$ cat src/hw/rtl/grdr_pkg.sv
// ----------------------------------------------------------------------------
// grdr_pkg
// Shared types, constants and color math for the glyph row downscale renderer.
// ----------------------------------------------------------------------------
package grdr_pkg;

    // Stream payload widths in bits, each a whole number of bytes.
    localparam int S_TDATA_W = 56;
    localparam int M_TDATA_W = 40;

    // Output field widths.
    localparam int PIX_COORD_W = 10;
    localparam int COLOR_W     = 16;

    // Configuration port geometry.
    localparam int CFG_INDEX_W = 2;
    localparam int CFG_DATA_W  = 9;

    // Register reset values.
    localparam logic [8:0] BORDER_X_RST    = 9'd0;
    localparam logic [8:0] BORDER_Y_RST    = 9'd0;
    localparam logic [4:0] CELL_STEP_X_RST = 5'd4;
    localparam logic [4:0] CELL_STEP_Y_RST = 5'd6;

    // Pixels per drawn glyph row and queue depth between front and back.
    localparam int LANES       = 4;
    localparam int QUEUE_DEPTH = 2;

    // Glyph rows with a special role.
    localparam logic [2:0] GROW_TOP_STORE = 3'd0;
    localparam logic [2:0] GROW_TOP_MERGE = 3'd1;
    localparam logic [2:0] GROW_BOT_STORE = 3'd6;
    localparam logic [2:0] GROW_BOT_MERGE = 3'd7;

    // Cell row of the bottom merged glyph row.
    localparam logic [2:0] BOT_CELL_ROW = 3'd5;

    // Configuration register indexes.
    typedef enum logic [CFG_INDEX_W-1:0] {
        CFG_BORDER_X    = 2'd0,
        CFG_BORDER_Y    = 2'd1,
        CFG_CELL_STEP_X = 2'd2,
        CFG_CELL_STEP_Y = 2'd3
    } cfg_idx_t;

    typedef logic [COLOR_W-1:0] rgb565_t;

    // The four pixel colors of one drawn row, lane 0 leftmost.
    typedef logic [LANES-1:0][COLOR_W-1:0] pix_quad_t;

    // Per-channel floor average of two RGB565 colors.
    function automatic rgb565_t blend565(input rgb565_t a, input rgb565_t b);
        logic [5:0] r_sum;
        logic [6:0] g_sum;
        logic [5:0] b_sum;
        r_sum = {1'b0, a[15:11]} + {1'b0, b[15:11]};
        g_sum = {1'b0, a[10:5]} + {1'b0, b[10:5]};
        b_sum = {1'b0, a[4:0]} + {1'b0, b[4:0]};
        return {r_sum[5:1], g_sum[6:1], b_sum[5:1]};
    endfunction

endpackage

$ cat src/hw/rtl/grdr_front.sv
// ----------------------------------------------------------------------------
// grdr_front
// Accepts glyph rows, holds the configuration and the pair line buffer,
// and hands each drawn row to the queue as four colors and a base position.
// ----------------------------------------------------------------------------
module grdr_front #(
    parameter int COORD_WIDTH = 10
) (
    input  logic                              aclk,
    input  logic                              aresetn,
    // Configuration write port.
    input  logic                              cfg_wr_en,
    input  logic [grdr_pkg::CFG_INDEX_W-1:0]  cfg_index,
    input  logic [grdr_pkg::CFG_DATA_W-1:0]   cfg_wdata,
    // Input stream.
    input  logic                              s_tvalid,
    output logic                              s_tready,
    // Fields from bit 0 up: glyph_bits(8), glyph_row(3), cell_col(7),
    // cell_row(6), fore_color(16), back_color(16).
    input  logic [grdr_pkg::S_TDATA_W-1:0]    s_tdata,
    // Queue write side.
    output logic                              q_push,
    input  logic                              q_full,
    output grdr_pkg::pix_quad_t               q_colors,
    output logic [COORD_WIDTH-1:0]            q_x0,
    output logic [COORD_WIDTH-1:0]            q_y
);
    import grdr_pkg::*;

    logic [8:0] border_x_reg;
    logic [8:0] border_y_reg;
    logic [4:0] cell_step_x_reg;
    logic [4:0] cell_step_y_reg;

    // Pair averages of the last top or bottom store row; not reset.
    rgb565_t    pair_buf_reg [LANES];

    logic [7:0] glyph_bits;
    logic [2:0] glyph_row;
    logic [6:0] cell_col;
    logic [5:0] cell_row;
    rgb565_t    fore_color;
    rgb565_t    back_color;

    logic       accept;
    logic       store_row;
    logic       merge_row;
    logic [2:0] y_off;
    logic [11:0] x_prod;
    logic [10:0] y_prod;
    logic [12:0] x_sum;
    logic [12:0] y_sum;
    pix_quad_t  pair_colors;

    // Unpack the input transfer.
    assign glyph_bits = s_tdata[7:0];
    assign glyph_row  = s_tdata[10:8];
    assign cell_col   = s_tdata[17:11];
    assign cell_row   = s_tdata[23:18];
    assign fore_color = s_tdata[39:24];
    assign back_color = s_tdata[55:40];

    // Every row needs a free queue slot, so ordering stays trivial.
    assign s_tready  = !q_full;
    assign accept    = s_tvalid && s_tready;
    assign store_row = (glyph_row == GROW_TOP_STORE) || (glyph_row == GROW_BOT_STORE);
    assign merge_row = (glyph_row == GROW_TOP_MERGE) || (glyph_row == GROW_BOT_MERGE);
    assign q_push    = accept && !store_row;

    // Configuration registers.
    always_ff @(posedge aclk) begin
        if (!aresetn) begin
            border_x_reg    <= BORDER_X_RST;
            border_y_reg    <= BORDER_Y_RST;
            cell_step_x_reg <= CELL_STEP_X_RST;
            cell_step_y_reg <= CELL_STEP_Y_RST;
        end else if (cfg_wr_en) begin
            case (cfg_idx_t'(cfg_index))
                CFG_BORDER_X:    border_x_reg    <= cfg_wdata;
                CFG_BORDER_Y:    border_y_reg    <= cfg_wdata;
                CFG_CELL_STEP_X: cell_step_x_reg <= cfg_wdata[4:0];
                CFG_CELL_STEP_Y: cell_step_y_reg <= cfg_wdata[4:0];
                default: ;
            endcase
        end
    end

    // Merge each adjacent pixel pair into one color per lane.
    always_comb begin
        for (int k = 0; k < LANES; k++) begin
            pair_colors[k] = blend565(glyph_bits[7-2*k] ? fore_color : back_color,
                                      glyph_bits[6-2*k] ? fore_color : back_color);
        end
    end

    // Merge rows are averaged once more with the stored pair row.
    always_comb begin
        for (int k = 0; k < LANES; k++) begin
            q_colors[k] = merge_row ? blend565(pair_colors[k], pair_buf_reg[k])
                                    : pair_colors[k];
        end
    end

    // Line buffer write on store rows.
    always_ff @(posedge aclk) begin
        if (accept && store_row) begin
            for (int k = 0; k < LANES; k++) begin
                pair_buf_reg[k] <= pair_colors[k];
            end
        end
    end

    // Base position of the row; coordinates wrap at COORD_WIDTH bits.
    assign y_off  = (glyph_row == GROW_BOT_MERGE) ? BOT_CELL_ROW : glyph_row - 3'd1;
    assign x_prod = cell_col * cell_step_x_reg;
    assign y_prod = cell_row * cell_step_y_reg;
    assign x_sum  = {1'b0, x_prod} + {4'd0, border_x_reg};
    assign y_sum  = {2'b0, y_prod} + {4'd0, border_y_reg} + {10'd0, y_off};
    assign q_x0   = COORD_WIDTH'(x_sum);
    assign q_y    = COORD_WIDTH'(y_sum);

    // Store rows never reach the queue.
    a_store_no_push: assert property (@(posedge aclk) disable iff (!aresetn)
        (s_tvalid && store_row) |-> !q_push)
        else $error("store row pushed into the queue");

    // A push only happens with room in the queue.
    a_push_room: assert property (@(posedge aclk) disable iff (!aresetn)
        q_push |-> (s_tvalid && !q_full))
        else $error("push without queue room");

    // Line buffer write and queue push are exclusive.
    a_write_or_push: assert property (@(posedge aclk) disable iff (!aresetn)
        !(q_push && accept && store_row))
        else $error("row both stored and drawn");

endmodule

$ cat src/hw/rtl/grdr_fifo.sv
// ----------------------------------------------------------------------------
// grdr_fifo
// Short queue that decouples row classification from pixel output.
// ----------------------------------------------------------------------------
module grdr_fifo #(
    parameter int DATA_W = 84
) (
    input  logic              aclk,
    input  logic              aresetn,
    input  logic              push,
    input  logic [DATA_W-1:0] push_data,
    output logic              full,
    input  logic              pop,
    output logic [DATA_W-1:0] pop_data,
    output logic              not_empty
);
    import grdr_pkg::*;

    // Depth is a power of two, so pointers wrap on their own.
    localparam int PTR_W = $clog2(QUEUE_DEPTH);
    localparam int CNT_W = $clog2(QUEUE_DEPTH + 1);

    logic [DATA_W-1:0] mem_reg [QUEUE_DEPTH];
    logic [PTR_W-1:0]  wr_ptr_reg;
    logic [PTR_W-1:0]  rd_ptr_reg;
    logic [CNT_W-1:0]  count_reg;
    logic [CNT_W-1:0]  count_next;

    assign full      = (count_reg == CNT_W'(QUEUE_DEPTH));
    assign not_empty = (count_reg != '0);
    assign pop_data  = mem_reg[rd_ptr_reg];

    // Storage write.
    always_ff @(posedge aclk) begin
        if (push) begin
            mem_reg[wr_ptr_reg] <= push_data;
        end
    end

    // Occupancy update.
    always_comb begin
        count_next = count_reg;
        if (push && !pop) begin
            count_next = count_reg + 1'b1;
        end else if (pop && !push) begin
            count_next = count_reg - 1'b1;
        end
    end

    // Pointers and count.
    always_ff @(posedge aclk) begin
        if (!aresetn) begin
            wr_ptr_reg <= '0;
            rd_ptr_reg <= '0;
            count_reg  <= '0;
        end else begin
            if (push) begin
                wr_ptr_reg <= wr_ptr_reg + 1'b1;
            end
            if (pop) begin
                rd_ptr_reg <= rd_ptr_reg + 1'b1;
            end
            count_reg <= count_next;
        end
    end

    a_no_overflow: assert property (@(posedge aclk) disable iff (!aresetn)
        full |-> !push)
        else $error("queue overflow");

    a_no_underflow: assert property (@(posedge aclk) disable iff (!aresetn)
        pop |-> not_empty)
        else $error("queue underflow");

    a_count_bound: assert property (@(posedge aclk) disable iff (!aresetn)
        count_reg <= CNT_W'(QUEUE_DEPTH))
        else $error("queue count out of range");

endmodule

$ cat src/hw/rtl/grdr_back.sv
// ----------------------------------------------------------------------------
// grdr_back
// Takes drawn rows from the queue and sends their four pixels, one per cycle while
// the output is not stalled, through a registered output stage.
// ----------------------------------------------------------------------------
module grdr_back #(
    parameter int COORD_WIDTH = 10
) (
    input  logic                           aclk,
    input  logic                           aresetn,
    // Queue read side.
    input  logic                           q_valid,
    output logic                           q_pop,
    input  grdr_pkg::pix_quad_t            q_colors,
    input  logic [COORD_WIDTH-1:0]         q_x0,
    input  logic [COORD_WIDTH-1:0]         q_y,
    // Output stream.
    output logic                           m_tvalid,
    input  logic                           m_tready,
    // Fields from bit 0 up: pixel_x(10), pixel_y(10), pixel_color(16),
    // then four zero bits.
    output logic [grdr_pkg::M_TDATA_W-1:0] m_tdata,
    output logic                           m_tlast
);
    import grdr_pkg::*;

    localparam int LANE_W = $clog2(LANES);

    logic                    cur_valid_reg;
    logic [LANE_W-1:0]       lane_reg;
    pix_quad_t               cur_colors_reg;
    logic [COORD_WIDTH-1:0]  cur_x0_reg;
    logic [COORD_WIDTH-1:0]  cur_y_reg;

    logic                    m_valid_reg;
    logic [PIX_COORD_W-1:0]  m_x_reg;
    logic [PIX_COORD_W-1:0]  m_y_reg;
    rgb565_t                 m_color_reg;
    logic                    m_last_reg;

    logic                    out_free;
    logic                    emit;
    logic                    last_emit;
    logic                    load;
    logic [COORD_WIDTH-1:0]  pix_x;

    assign out_free  = !m_valid_reg || m_tready;
    assign emit      = cur_valid_reg && out_free;
    assign last_emit = emit && (lane_reg == LANE_W'(LANES - 1));
    assign load      = q_valid && (!cur_valid_reg || last_emit);
    assign q_pop     = load;
    assign pix_x     = cur_x0_reg + COORD_WIDTH'(lane_reg);

    // Current row and pixel counter.
    always_ff @(posedge aclk) begin
        if (!aresetn) begin
            cur_valid_reg <= 1'b0;
            lane_reg      <= '0;
        end else begin
            if (load) begin
                cur_valid_reg <= 1'b1;
                lane_reg      <= '0;
            end else if (last_emit) begin
                cur_valid_reg <= 1'b0;
                lane_reg      <= '0;
            end else if (emit) begin
                lane_reg <= lane_reg + 1'b1;
            end
        end
    end

    // Row payload from the queue.
    always_ff @(posedge aclk) begin
        if (load) begin
            cur_colors_reg <= q_colors;
            cur_x0_reg     <= q_x0;
            cur_y_reg      <= q_y;
        end
    end

    // Output stage control.
    always_ff @(posedge aclk) begin
        if (!aresetn) begin
            m_valid_reg <= 1'b0;
        end else if (emit) begin
            m_valid_reg <= 1'b1;
        end else if (m_tready) begin
            m_valid_reg <= 1'b0;
        end
    end

    // Output stage payload.
    always_ff @(posedge aclk) begin
        if (emit) begin
            m_x_reg     <= PIX_COORD_W'(pix_x);
            m_y_reg     <= PIX_COORD_W'(cur_y_reg);
            m_color_reg <= cur_colors_reg[lane_reg];
            m_last_reg  <= (lane_reg == LANE_W'(LANES - 1));
        end
    end

    assign m_tvalid = m_valid_reg;
    assign m_tdata  = {4'd0, m_color_reg, m_y_reg, m_x_reg};
    assign m_tlast  = m_last_reg;

    // The pixel counter rests at zero while no row is held.
    a_idle_lane_zero: assert property (@(posedge aclk) disable iff (!aresetn)
        !cur_valid_reg |-> (lane_reg == '0))
        else $error("pixel counter moved without a row");

    // A pending non-final pixel means its row is still held.
    a_row_held: assert property (@(posedge aclk) disable iff (!aresetn)
        (m_valid_reg && !m_last_reg) |-> cur_valid_reg)
        else $error("row released before its last pixel");

    // Pixels of one row leave without gaps once the sink takes them.
    a_row_no_gap: assert property (@(posedge aclk) disable iff (!aresetn)
        (m_valid_reg && m_tready && !m_last_reg) |=> m_valid_reg)
        else $error("gap inside a pixel row");

endmodule

$ cat src/hw/rtl/glyph_row_downscale_renderer.sv
// ----------------------------------------------------------------------------
// glyph_row_downscale_renderer
// Renders 8x8 two-color glyph rows as 4x6 RGB565 character cells.
// ----------------------------------------------------------------------------
// Path: the first pixel of a drawn row goes from its input transfer through
// a queue slot, the row register and the output register before it is valid.
// Output: a drawn row sends its four pixels, one per cycle while the sink is
// ready, through the single output register; store rows send nothing.
// Reset: control state, queue and configuration registers are cleared to
// their reset values; the pair line buffer is not reset.
module glyph_row_downscale_renderer #(
    parameter int COORD_WIDTH = 10
) (
    input  logic                              aclk,
    input  logic                              aresetn,
    // Configuration write port.
    input  logic                              cfg_wr_en,
    input  logic [grdr_pkg::CFG_INDEX_W-1:0]  cfg_index,
    input  logic [grdr_pkg::CFG_DATA_W-1:0]   cfg_wdata,
    // Input stream.
    input  logic                              s_tvalid,
    output logic                              s_tready,
    // Fields from bit 0 up: glyph_bits(8), glyph_row(3), cell_col(7),
    // cell_row(6), fore_color(16), back_color(16).
    input  logic [grdr_pkg::S_TDATA_W-1:0]    s_tdata,
    // Output stream.
    output logic                              m_tvalid,
    input  logic                              m_tready,
    // Fields from bit 0 up: pixel_x(10), pixel_y(10), pixel_color(16),
    // then four zero bits.
    output logic [grdr_pkg::M_TDATA_W-1:0]    m_tdata,
    output logic                              m_tlast
);
    import grdr_pkg::*;

    localparam int QUAD_W = LANES * COLOR_W;
    localparam int ENTRY_W = QUAD_W + 2 * COORD_WIDTH;

    logic                   f_push;
    logic                   f_full;
    pix_quad_t              f_colors;
    logic [COORD_WIDTH-1:0] f_x0;
    logic [COORD_WIDTH-1:0] f_y;

    logic                   b_valid;
    logic                   b_pop;
    logic [ENTRY_W-1:0]     b_entry;
    pix_quad_t              b_colors;
    logic [COORD_WIDTH-1:0] b_x0;
    logic [COORD_WIDTH-1:0] b_y;

    // Front: classification, line buffer and base coordinates.
    grdr_front #(
        .COORD_WIDTH (COORD_WIDTH)
    ) u_front (
        .aclk      (aclk),
        .aresetn   (aresetn),
        .cfg_wr_en (cfg_wr_en),
        .cfg_index (cfg_index),
        .cfg_wdata (cfg_wdata),
        .s_tvalid  (s_tvalid),
        .s_tready  (s_tready),
        .s_tdata   (s_tdata),
        .q_push    (f_push),
        .q_full    (f_full),
        .q_colors  (f_colors),
        .q_x0      (f_x0),
        .q_y       (f_y)
    );

    // Queue of drawn rows.
    grdr_fifo #(
        .DATA_W (ENTRY_W)
    ) u_fifo (
        .aclk      (aclk),
        .aresetn   (aresetn),
        .push      (f_push),
        .push_data ({f_y, f_x0, f_colors}),
        .full      (f_full),
        .pop       (b_pop),
        .pop_data  (b_entry),
        .not_empty (b_valid)
    );

    assign b_colors = b_entry[QUAD_W-1:0];
    assign b_x0     = b_entry[QUAD_W +: COORD_WIDTH];
    assign b_y      = b_entry[QUAD_W + COORD_WIDTH +: COORD_WIDTH];

    // Back: pixel serializer and output register.
    grdr_back #(
        .COORD_WIDTH (COORD_WIDTH)
    ) u_back (
        .aclk     (aclk),
        .aresetn  (aresetn),
        .q_valid  (b_valid),
        .q_pop    (b_pop),
        .q_colors (b_colors),
        .q_x0     (b_x0),
        .q_y      (b_y),
        .m_tvalid (m_tvalid),
        .m_tready (m_tready),
        .m_tdata  (m_tdata),
        .m_tlast  (m_tlast)
    );

endmodule

$ cat config.mk
export PLATFORM = sky130hd
export DESIGN_NAME = glyph_row_downscale_renderer
export DESIGN_NICKNAME = d
export VERILOG_FILES = /design/src/hw/rtl/grdr_pkg.sv /design/src/hw/rtl/grdr_front.sv /design/src/hw/rtl/grdr_fifo.sv /design/src/hw/rtl/grdr_back.sv /design/src/hw/rtl/glyph_row_downscale_renderer.sv
export SDC_FILE = /design/constraint.sdc
export NUM_CORES = 1
export LEC_CHECK = 0
export ABC_AREA = 1
export BUFFER_PORTS_ARGS = -buffer_cell sky130_fd_sc_hd__buf_4
export CAP_MARGIN = 40
export CORE_ASPECT_RATIO = 0.7
export CORE_MARGIN = 5
export CORE_UTILIZATION = 50
export CTS_BUF_LIST = sky130_fd_sc_hd__clkbuf_4 sky130_fd_sc_hd__clkbuf_8
export DETAILED_ROUTE_END_ITERATION = 8
export HOLD_SLACK_MARGIN = 0.12
export PLACE_DENSITY = 0.68
export SLEW_MARGIN = 20
export SYNTH_ARGS = -nofsm -noshare
export SYNTH_HDL_FRONTEND = slang
export SYNTH_HIERARCHICAL = 1
export SYNTH_SLANG_ARGS = --single-unit
$ cat constraint.sdc
create_clock -name aclk -period 5.7 [get_ports aclk]
set_clock_uncertainty 0.2 [all_clocks]
set_input_delay 1.14 -clock aclk [delete_from_list [all_inputs] [get_ports aclk]]
set_output_delay 1.14 -clock aclk [all_outputs]
set_load 0.005 [all_outputs]
==> results of run 1 <==
[kinds of logic (layout without fill, tap and decap cells)]
kind of cell	after synthesis	in the layout	synth area share, %
simple gates	942	942	16.8
flops	390	390	48.3
buf+inv	388	548	6.72
compound gates	341	341	7.97
fa+ha+maj	216	216	13.7
mux	84	84	4.99
xor+xnor	40	40	1.49
other cells	1	5	0.0160
[placed cells by master, fill, tap and decap left out, types with 2 or more instances in the layout]
master and count:
conb_1 4, ha_1 147, a21oi_1 95, dfxtp_1 36
nor3b_1 4, fa_1 69, nand2_1 612, o31ai_2 10
or2_2 12, xnor2_1 16, a21o_1 2, clkinv_1 13
xor2_1 24, o211ai_1 13, mux2_2 24, nand3b_1 23
nor2_4 3, mux2_4 60, inv_1 306, inv_2 3
nor2_1 120, o31ai_1 2, buf_16 2, nand3_1 114
and2_1 28, clkinv_2 7, buf_12 4, buf_4 120
o22ai_1 16, o21ai_0 157, o21ai_1 35, o21a_1 8
nand4_1 23, clkinvlp_4 4, edfxtp_1 353, clkbuf_4 21
clkbuf_8 64
[through the flow]
stage	util, %	worst slack, ns	cell area (sq um)	total power, mW
after floorplan	-	0.646	23500	6.79
final	56.2	1.54	26100	10.1
after detailed placement	53.6	0.886	24900	7.81
after CTS	56.2	1.60	26100	10.2
after global routing	56.2	1.42	26100	10.8
after global placement	53.4	0.970	24800	7.66
[layer usage]
metal  global-route usage [%]  wire length [um]  vias to the layer above
met5                        0                12                        -
met4                     5.13               892                        2
met3                     3.82              3530                       67
met2                     32.0             23600                      466
met1                     31.8             26000                     8055
li1                         -                 -                     8291
[path summary, 6_finish.rpt]
check,start,end,slack [ns],cells past startpoint
max,s_tdata[20],u_fifo/mem_reg[0][83],1.54,15
min,u_back/cur_y_reg[8],u_back/m_y_reg[8],0.21,0
max reg2reg,u_front/cell_step_y_reg[2],u_fifo/mem_reg[0][83],1.59,14
min reg2reg,u_back/cur_y_reg[8],u_back/m_y_reg[8],0.21,0
[layout make-up]
cell class	instances	area [sq um]	area share [%]
clock inverter	27	175	0.670
tap	612	766	2.93
timing repair buffer	126	1040	3.96
clock buffer	85	1040	3.97
inverter	310	1160	4.46
sequential	390	11300	43.4
multi-input combinational	1627	10600	40.6
antenna	1	2.50	0.00957
[power by group through the flow]
stage | logic (mW) | clock network (mW) | registers, mW
after floorplan | 2.41 | 0 | 4.38
after global placement | 3.16 | 0 | 4.49
after detailed placement | 3.36 | 0 | 4.45
after CTS | 3.37 | 2.41 | 4.39
after global routing | 3.77 | 2.54 | 4.44
final | 3.37 | 2.34 | 4.38
==> impl_results.md, run 1 <==
- Antenna Nets Post-Route: 0
- Die W: 269 um
- Synthesis Warnings: 6
- Top_reg_cell synth: edfxtp_1
- Capturing element type of the critical path: flip-flop
- Drt drc: 0
- EDFF count, synth: 353
- Worst Path Buf+Inv: 3
- Clock group share of total power: 23.2%
- Hpwl dp: between 30000 and 40000 um
- Min-Delay Path Class: flip-flop to flip-flop
- Max reg flops: between 150 and 200
- H-tree lvl count: 2
- Largest area contributor in the netlist: edfxtp_1
- Sequential share of power: a little over two fifths
- Worst-path cell chain: buf_4 -> nand2_1 -> fa_1 -> fa_1 -> inv_1 -> fa_1 -> ha_1 -> ha_1 -> nand2_1 -> o21ai_0 -> nand2_1 -> nand2_1 -> inv_1 -> nand2_1 -> nand2_1
- Vias in the first global route: around 16000
- WL final: between 50000 and 60000 um
- Via count: around 17000
- Nets: 2803
- Crit path arrival time: 4.36 ns
- Syn Inst Count: 2402
- Worst-Margin Slew: roughly 0.75 ns
- Die height: around 190 um
- Tcrit/Tclk final: 73.0%
- Final hold violations: 0
- Worst-path fanout max: 5
- Clk slew on worst S/H paths: approximately 0.070 ns
- Layout cells sized above 1: a little over an eighth
- Crit path top cell by count: nand2_1
- Root buf cell: clkbuf_8
- Sw Ratio: between 30% and 40%
- Relative slew slack: approximately 50%
- Setup crit start kind: input port
- Cell Count, Final, Fillers Out: approximately 3200
- CTS tree: yes
- Final hold slack: roughly 0.21 ns
- Status: completed
- Power Dens Cells: 386 mW/mm^2
- Post-cts sizing count: 0
- P_sw: about 3.4 mW
- CP delay by family, top: adder cells
- # setup viols final: 0
- Clk Latency, worst-skew pair: about 0.67 ns
- Ranking of synthesized cells by area: edfxtp_1 (45%), nand2_1 (9.8%), ha_1 (7.8%)
- Clock sink count: slightly below 400
- Number of CTS-inserted buffers: 60
- GP Congestion: about 0.9
- Hold_buf cts: 0
- Initial DRC count: 1316
- # fillers: 3948
- Fin. max-slew vios: 0
- GRT Overall Usage: 21.1%
- Synth-to-Final Area Change: 11.3%
- Detailed Routing Iterations Pass 1: 5
- Worst setup path class: input port to flip-flop
- Post-synth cell types: 40
- Worst Path Required: between 5 and 6 ns
- Most common cell in the netlist: nand2_1
- IO Pins: between 100 and 150
- Port bufs: between 100 and 150
- Die area: roughly 0.051 sq mm
- Row cnt: 66
- Setup_tns: 0 ns
- Post-synth ARST share: 0%
- RSZ-0062 raised after global routing: false
- Drt wl/cell: approximately 17 um
- Syn avg cell area: just under 10 sq um
- Leak pwr: 11.8 nW
- Peak VDD IR: 240 uV
- Post-synthesis sequential element count: around 400
- Combinational Power Share: 33.4%
- Initial core utilization: between 50% and 60%
- First-pass GRT wire length: roughly 87000 um
- Initial antenna violation count: 4
- Pint: around 6.7 mW
- CTS max path bufs: 3
- Synthesized area: around 0.023 sq mm
- Commonest cells post-synth: nand2_1 (612), edfxtp_1 (353), inv_1 (307)
- Gr ovfl total: 0
- Post-synth top area share: 45.1%
- Core Region: 0.0465 sq mm
- Register area share after synthesis: 48.3%
- Max incr delay on CP: about 0.54 ns
- Max_cap viols: 0
- Fmax: 240 MHz
- Largest net degree at the start of global routing: 75
- Via density: between 5 and 6
- Setup bufs post-CTS: 0
- Dpl cells: ~3100
- Tmin final: a little over 4 ns
- Worst path slowest cell: fa_1
Power figures use the tool's default switching activity.
==> inputs of run 2 (changes only) <==
- PLACE_DENSITY: 0.68 -> 0.65
- clock period: 5.7 -> 4.3 ns (I/O delays scaled with it)
==> run 2 against run 1 <==
Effect of this change:
- sequential share of layout area shrank 0.32 points
- clock power increased by 39%
- wire length hardly changed
- sequential power rose by 34%
- register-to-register slack worse by 1.1 ns
- largest cell class unchanged
- combinational power up 31%
==> impl_results.md, run 2 (same netlist as run 1, synthesis figures left out) <==
- Max reg flops: 168 (unchanged)
- Most frequent cells in the layout: nand2_1 (612), edfxtp_1 (353), inv_1 (305), o21ai_0 (157), ha_1 (147)
- CTS tree: yes
- Setup bufs post-CTS: 0 (unchanged)
- Reg2reg start: u_front/cell_step_y_reg[0]
- First-pass GRT wire length: 86600 um (about the same)
- Status: completed
- Worst-path cell chain: nand2_1 -> fa_1 -> fa_1 -> inv_1 -> fa_1 -> ha_1 -> ha_1 -> nand2_1 -> o21ai_0 -> buf_4 -> nand2_1 -> nand2_1 -> inv_1 -> nand2_1 -> nand2_1
- Initial antenna violation count: 0 (-4)
- H-tree lvl count: 2 (unchanged)
- Hold Crit Start: u_back/cur_y_reg[1]
- Peak VDD IR: 294 uV (+23%)
- Post-cts sizing count: 0 (unchanged)
- Setup_tns: 0 ns (unchanged)
- Via density: 5.36 (+0.89%)
- Relative slew slack: 48.3% (-1.5 points)
- Final worst setup slack: 0.502 ns (-1.04 ns)
- Clk slew on worst S/H paths: 0.08 ns (about the same)
- Worst path slowest cell: fa_1
- Drt wl/cell: 16.9 um (-0.59%)
- Power Dens Cells: 515 mW/mm^2 (+33%)
- Tcrit/Tclk final: 88.3%
- Clk Latency, worst-skew pair: 0.63 ns (-0.04 ns)
- Via count: 17100 (+1.4%)
- Nets: 2821 (+0.64%)
- WL final: 54000 um (about the same)
- Fin. max-slew vios: 0 (unchanged)
- Hpwl dp: 39800 um (+0.80%)
- IO Pins: 115 (unchanged)
- Largest net degree at the start of global routing: 77 (+2.7%)
- Initial core utilization: 50.5% (unchanged)
- Max incr delay on CP: 0.54 ns (about the same)
- Root buf cell: clkbuf_8
- Vias in the first global route: 16300 (-1.0%)
- Initial DRC count: 1498 (+14%)
- Worst-path fanout max: 7 (+2)
- Core Region: 0.0465 sq mm (unchanged)
- Worst Path Required: 4.49 ns (-1.41 ns)
- Worst Path Buf+Inv: 3 (unchanged)
- GP Congestion: 0.910 (+0.82%)
- Row cnt: 66 (unchanged)
- # setup viols final: 0 (unchanged)
- Post-layout total power: 13.6 mW (+34%)
- Worst setup path class: flip-flop to flip-flop
- Drt drc: 0 (unchanged)
- RSZ-0062 raised after global routing: false
- Detailed Routing Iterations Pass 1: 5 (unchanged)
- Crit path arrival time: 3.98 ns (-0.38 ns)
- Worst-Margin Slew: 0.773 ns (+0.0219 ns)
- Worst Setup SP: u_front/cell_step_y_reg[0]
- Port bufs: 110 (unchanged)
- Setup WS pre-CTS: 0.0367 ns (-0.850 ns)
- Layout cells sized above 1: 13.9% (+0.61 points)
- Leak pwr: 11.9 nW (+0.95%)
- CP delay by family, top: adder cells
- Number of CTS-inserted buffers: 58 (-3.3%)
- Die W: 269 um (unchanged)
- Hold_buf cts: 0 (unchanged)
- Die height: 191 um (unchanged)
- # fillers: 3870 (-2.0%)
- Commonest non-fill, non-tap cell in the layout: nand2_1
- Antenna Nets Post-Route: 0 (unchanged)
- Clock sink count: 390 (unchanged)
- Fmax: about 260 MHz
- Crit path top cell by count: nand2_1
- Capturing element type of the critical path: flip-flop
- Final hold violations: 0 (unchanged)
- CTS max path bufs: 3 (unchanged)
- GRT Overall Usage: 21.0% (-0.14 points)
- Final hold slack: 0.217 ns (+0.00376 ns)
- Die area: 0.0515 sq mm (unchanged)
- Min-Delay Path Class: flip-flop to flip-flop
- Max_cap viols: 0 (unchanged)
- Synth-to-Final Area Change: 12.1%
- Gr ovfl total: 0 (unchanged)
- Tmin final: between 3 and 4 ns
- Setup crit start kind: flip-flop
[run 2: cell types whose count changed in the layout (fill, tap and decap cells not counted), sizes merged]
| cell | change |
|---|---|
| bufinv | +4 |
| buf | +20 |
| clkinvlp | -1 |
| clkinv | +2 |
| diode | +1 |
| clkbuf | -6 |
| inv | -3 |
[run 2: report_power, final]
part           switching [mW]  total (mW)  internal (mW)
Clock                    1.46        3.25           1.78
Combinational            2.61        4.43           1.82
Sequential              0.389        5.87           5.48
[run 2: layout make-up]
type | instances | area, sq um | share of cell area (%)
Tap cell | 612 | 766 | 2.91
Clock buffer | 79 | 975 | 3.70
Inverter | 310 | 1160 | 4.42
Antenna cell | 2 | 5.00 | 0.0190
Timing Repair Buffer | 146 | 1180 | 4.48
Multi-Input combinational cell | 1627 | 10600 | 40.3
Sequential cell | 390 | 11300 | 43.1
Clock inverter | 29 | 285 | 1.08
[run 2: routing by layer]
metal / GRT usage, % / routed length [um] / vias up
li1: - / - / 8325
met1: 32.6 / 25700 / 8164
met2: 30.6 / 22900 / 555
met3: 4.01 / 4430 / 79
met4: 4.70 / 1060 / 0
met5: 0 / 0 / -
[run 2: worst register-to-register path: stages (launching register included)]
cell	delay, ns
dfxtp_1	0.46
nand2_1	0.12
fa_1	0.49
fa_1	0.54
inv_1	0.05
fa_1	0.43
ha_1	0.28
ha_1	0.31
nand2_1	0.05
o21ai_0	0.20
buf_4	0.16
nand2_1	0.06
nand2_1	0.08
inv_1	0.04
nand2_1	0.06
nand2_1	0.05
[run 2: final timing paths]
check	to	slack, ns	cells after the start
setup / recovery	u_fifo/mem_reg[0][83]	0.50	15
hold / removal	u_back/m_y_reg[1]	0.22	0
hold reg to reg	u_back/m_y_reg[1]	0.22	0
setup reg to reg	u_fifo/mem_reg[0][83]	0.50	15
[run 2: through the flow]
step                      instance area, sq um  util, %  cells
final                                    26300     56.6   3195
after global routing                     26300     56.6   3193
after CTS                                26300     56.6   3192
after detailed placement                 25000     53.9   3084
after global placement                   25000     53.8   3083
after floorplan                          23500        -   2405
==> inputs of run 3 (changes only) <==
- CORE_UTILIZATION: 50 -> 55
- PLACE_DENSITY: 0.65 -> 0.71
==> run 3 against run 2 <==
Effect of this change:
- register-to-register slack got worse by 0.06 ns
- maximum frequency down 1.5%
- utilization grew 5.6 points
- critical path type unchanged
- highest routed layer unchanged
- sequential cell count stayed put
- critical endpoint unchanged
- final cell count decreased by 1.7%
==> impl_results.md, run 3 (same netlist as run 1, synthesis figures left out) <==
- Status: completed
- Initial antenna violation count: 0 (unchanged)
- Root buf cell: clkbuf_8
- # fillers: 3418 (-12%)
- Number of CTS-inserted buffers: 61 (+5.2%)
- Final core occ: 62.2% (+5.6 points)
- Detailed Routing Iterations Pass 1: 6 (+1)
- Die area: 0.0470 sq mm (-8.7%)
- CTS max path bufs: 3 (unchanged)
- Worst-Margin Slew: 0.724 ns (-0.0497 ns)
- Fmax: 259 MHz (-1.5%)
- Initial core utilization: 55.6% (+5.1 points)
- Min-Delay Path Class: flip-flop to flip-flop
- Fin. max-slew vios: 0 (unchanged)
- Clock sink count: 390 (unchanged)
- Worst-path cell chain: nand2_1 -> fa_1 -> fa_1 -> inv_1 -> fa_1 -> ha_1 -> ha_1 -> nand2_1 -> o21ai_0 -> buf_4 -> nand2_1 -> nand2_1 -> inv_1 -> nand2_1 -> nand2_1
- Peak VDD IR: 369 uV (+26%)
- Tmin final: 3.86 ns (+0.0583 ns)
- Synth-to-Final Area Change: 12.0%
- Worst setup path class: flip-flop to flip-flop
- Antenna Nets Post-Route: 0 (unchanged)
- Max incr delay on CP: 0.55 ns (about the same)
- Clk Latency, worst-skew pair: 0.64 ns (about the same)
- Crit path top cell by count: nand2_1
- Via count: 17000 (-0.77%)
- Clk slew on worst S/H paths: 0.07 ns (about the same)
- CTS tree: yes
- Worst Setup SP: u_front/cell_step_y_reg[0]
- Hold Crit Endpoint: u_back/m_y_reg[3]
- Most frequent cells in the layout: nand2_1 (612), edfxtp_1 (353), inv_1 (306), o21ai_0 (157), ha_1 (147)
- Hold_buf cts: 0 (unchanged)
- GRT Overall Usage: 22.7% (+1.7 points)
- Setup bufs post-CTS: 0 (unchanged)
- Commonest non-fill, non-tap cell in the layout: nand2_1
- WL final: 53800 um (-0.50%)
- Initial DRC count: 1692 (+13%)
- Worst path slowest cell: fa_1
- Setup WS pre-CTS: -0.0461 ns (-0.0828 ns)
- Layout cells sized above 1: 14.2% (+0.30 points)
- GP Congestion: 0.895 (-1.6%)
- First-pass GRT wire length: 86300 um (-0.33%)
- Via density: 5.41 (+0.90%)
- Hold Crit Start: u_back/cur_y_reg[3]
- Worst Hold Path Cells: 0 (unchanged)
- Worst-path fanout max: 7 (unchanged)
- Nets: 2827 (+0.21%)
- Reg2reg start: u_front/cell_step_y_reg[0]
- Core Region: 0.0423 sq mm (-9.1%)
- H-tree lvl count: 2 (unchanged)
- Relative slew slack: 51.6% (+3.3 points)
- Capturing element type of the critical path: flip-flop
- Vias in the first global route: 16200 (-0.70%)
- Worst Path Buf+Inv: 3 (unchanged)
- Final hold violations: 0 (unchanged)
- Tcrit/Tclk final: 89.7% (+1.4 points)
- IO Pins: 115 (unchanged)
- Die W: 257 um (-4.5%)
- Worst Path Required: 4.49 ns (about the same)
- CP delay by family, top: adder cells
- Hpwl dp: 40300 um (+1.1%)
- Port bufs: 110 (unchanged)
- RSZ-0062 raised after global routing: false
- Final worst setup slack: 0.444 ns (-0.0583 ns)
- Power Dens Cells: 519 mW/mm^2 (+0.86%)
- Largest net degree at the start of global routing: 70 (-9.1%)
- Drt drc: 0 (unchanged)
- RR Endpoint: u_fifo/mem_reg[0][83]
- Max reg flops: 168 (unchanged)
- R2R Setup Slk: 0.44 ns (-0.06 ns)
- Leak pwr: 11.9 nW (+0.29%)
- Die height: 183 um (-4.4%)
- Drt wl/cell: 17.1 um (+1.2%)
- Antenna cells: 0 (-2)
- Gr ovfl total: 0 (unchanged)
- Setup crit start kind: flip-flop
- FF-to-FF path depth: 15 (unchanged)
- Post-cts sizing count: 0 (unchanged)
- Row cnt: 63 (-4.5%)
- Max_cap viols: 0 (unchanged)
- Crit path arrival time: 4.05 ns (+0.07 ns)
- # setup viols final: 0 (unchanged)
- Setup_tns: 0 ns (unchanged)
-- run 3: stage by stage --
step	hold WS (ns)	power, mW	std cells	cell area, sq um
global route	0.217	14.5	3142	26300
finish	0.200	13.7	3142	26300
floorplan	0.200	8.99	2405	23500
detailed placement	0.205	10.5	3027	25000
global placement	0.208	10.2	3026	25000
CTS	0.198	13.7	3141	26300
-- run 3: per-layer routing --
metal	global-route usage [%]	part of all wire (%)	up-vias
met1	34.9	48	7990
li1	-	-	8350
met2	34.6	43	589
met3	3.88	7.5	62
met4	4.16	1.4	0
met5	0	0	-
-- run 3: how the worst max path moves through the flow --
stage,slack [ns],to,cells after the start
after floorplan,0.15,u_fifo/mem_reg[0][0],6
after global placement,-0.04,u_fifo/mem_reg[0][82],14
after detailed placement,-0.05,u_fifo/mem_reg[0][82],14
after CTS,0.43,u_fifo/mem_reg[0][83],15
after global routing,0.21,u_fifo/mem_reg[0][73],12
final,0.44,u_fifo/mem_reg[0][83],15
-- run 3: cell type report --
type	instances	area, sq um	area share, %
flip-flops and latches	390	11300	43.1
multi-input cells	1627	10600	40.3
repair buffers	149	1200	4.57
inverters	310	1160	4.43
clock buffers	86	1060	4.02
well taps	552	691	2.63
clock inverters	28	230	0.875
-- run 3: report_power, final --
| group | internal [mW] | switching, mW | total (mW) |
|---|---|---|---|
| clock network | 1.78 | 1.45 | 3.23 |
| logic | 1.86 | 2.71 | 4.57 |
| registers | 5.48 | 0.374 | 5.86 |
| total | 9.13 | 4.53 | 13.7 |
-- run 3: worst reg2reg max path, stage by stage (launching register included) --
cell	delay (ns)
dfxtp_1	0.48
nand2_1	0.12
fa_1	0.51
fa_1	0.55
inv_1	0.05
fa_1	0.44
ha_1	0.29
ha_1	0.32
nand2_1	0.06
o21ai_0	0.15
buf_4	0.15
nand2_1	0.05
nand2_1	0.08
inv_1	0.04
nand2_1	0.05
nand2_1	0.06
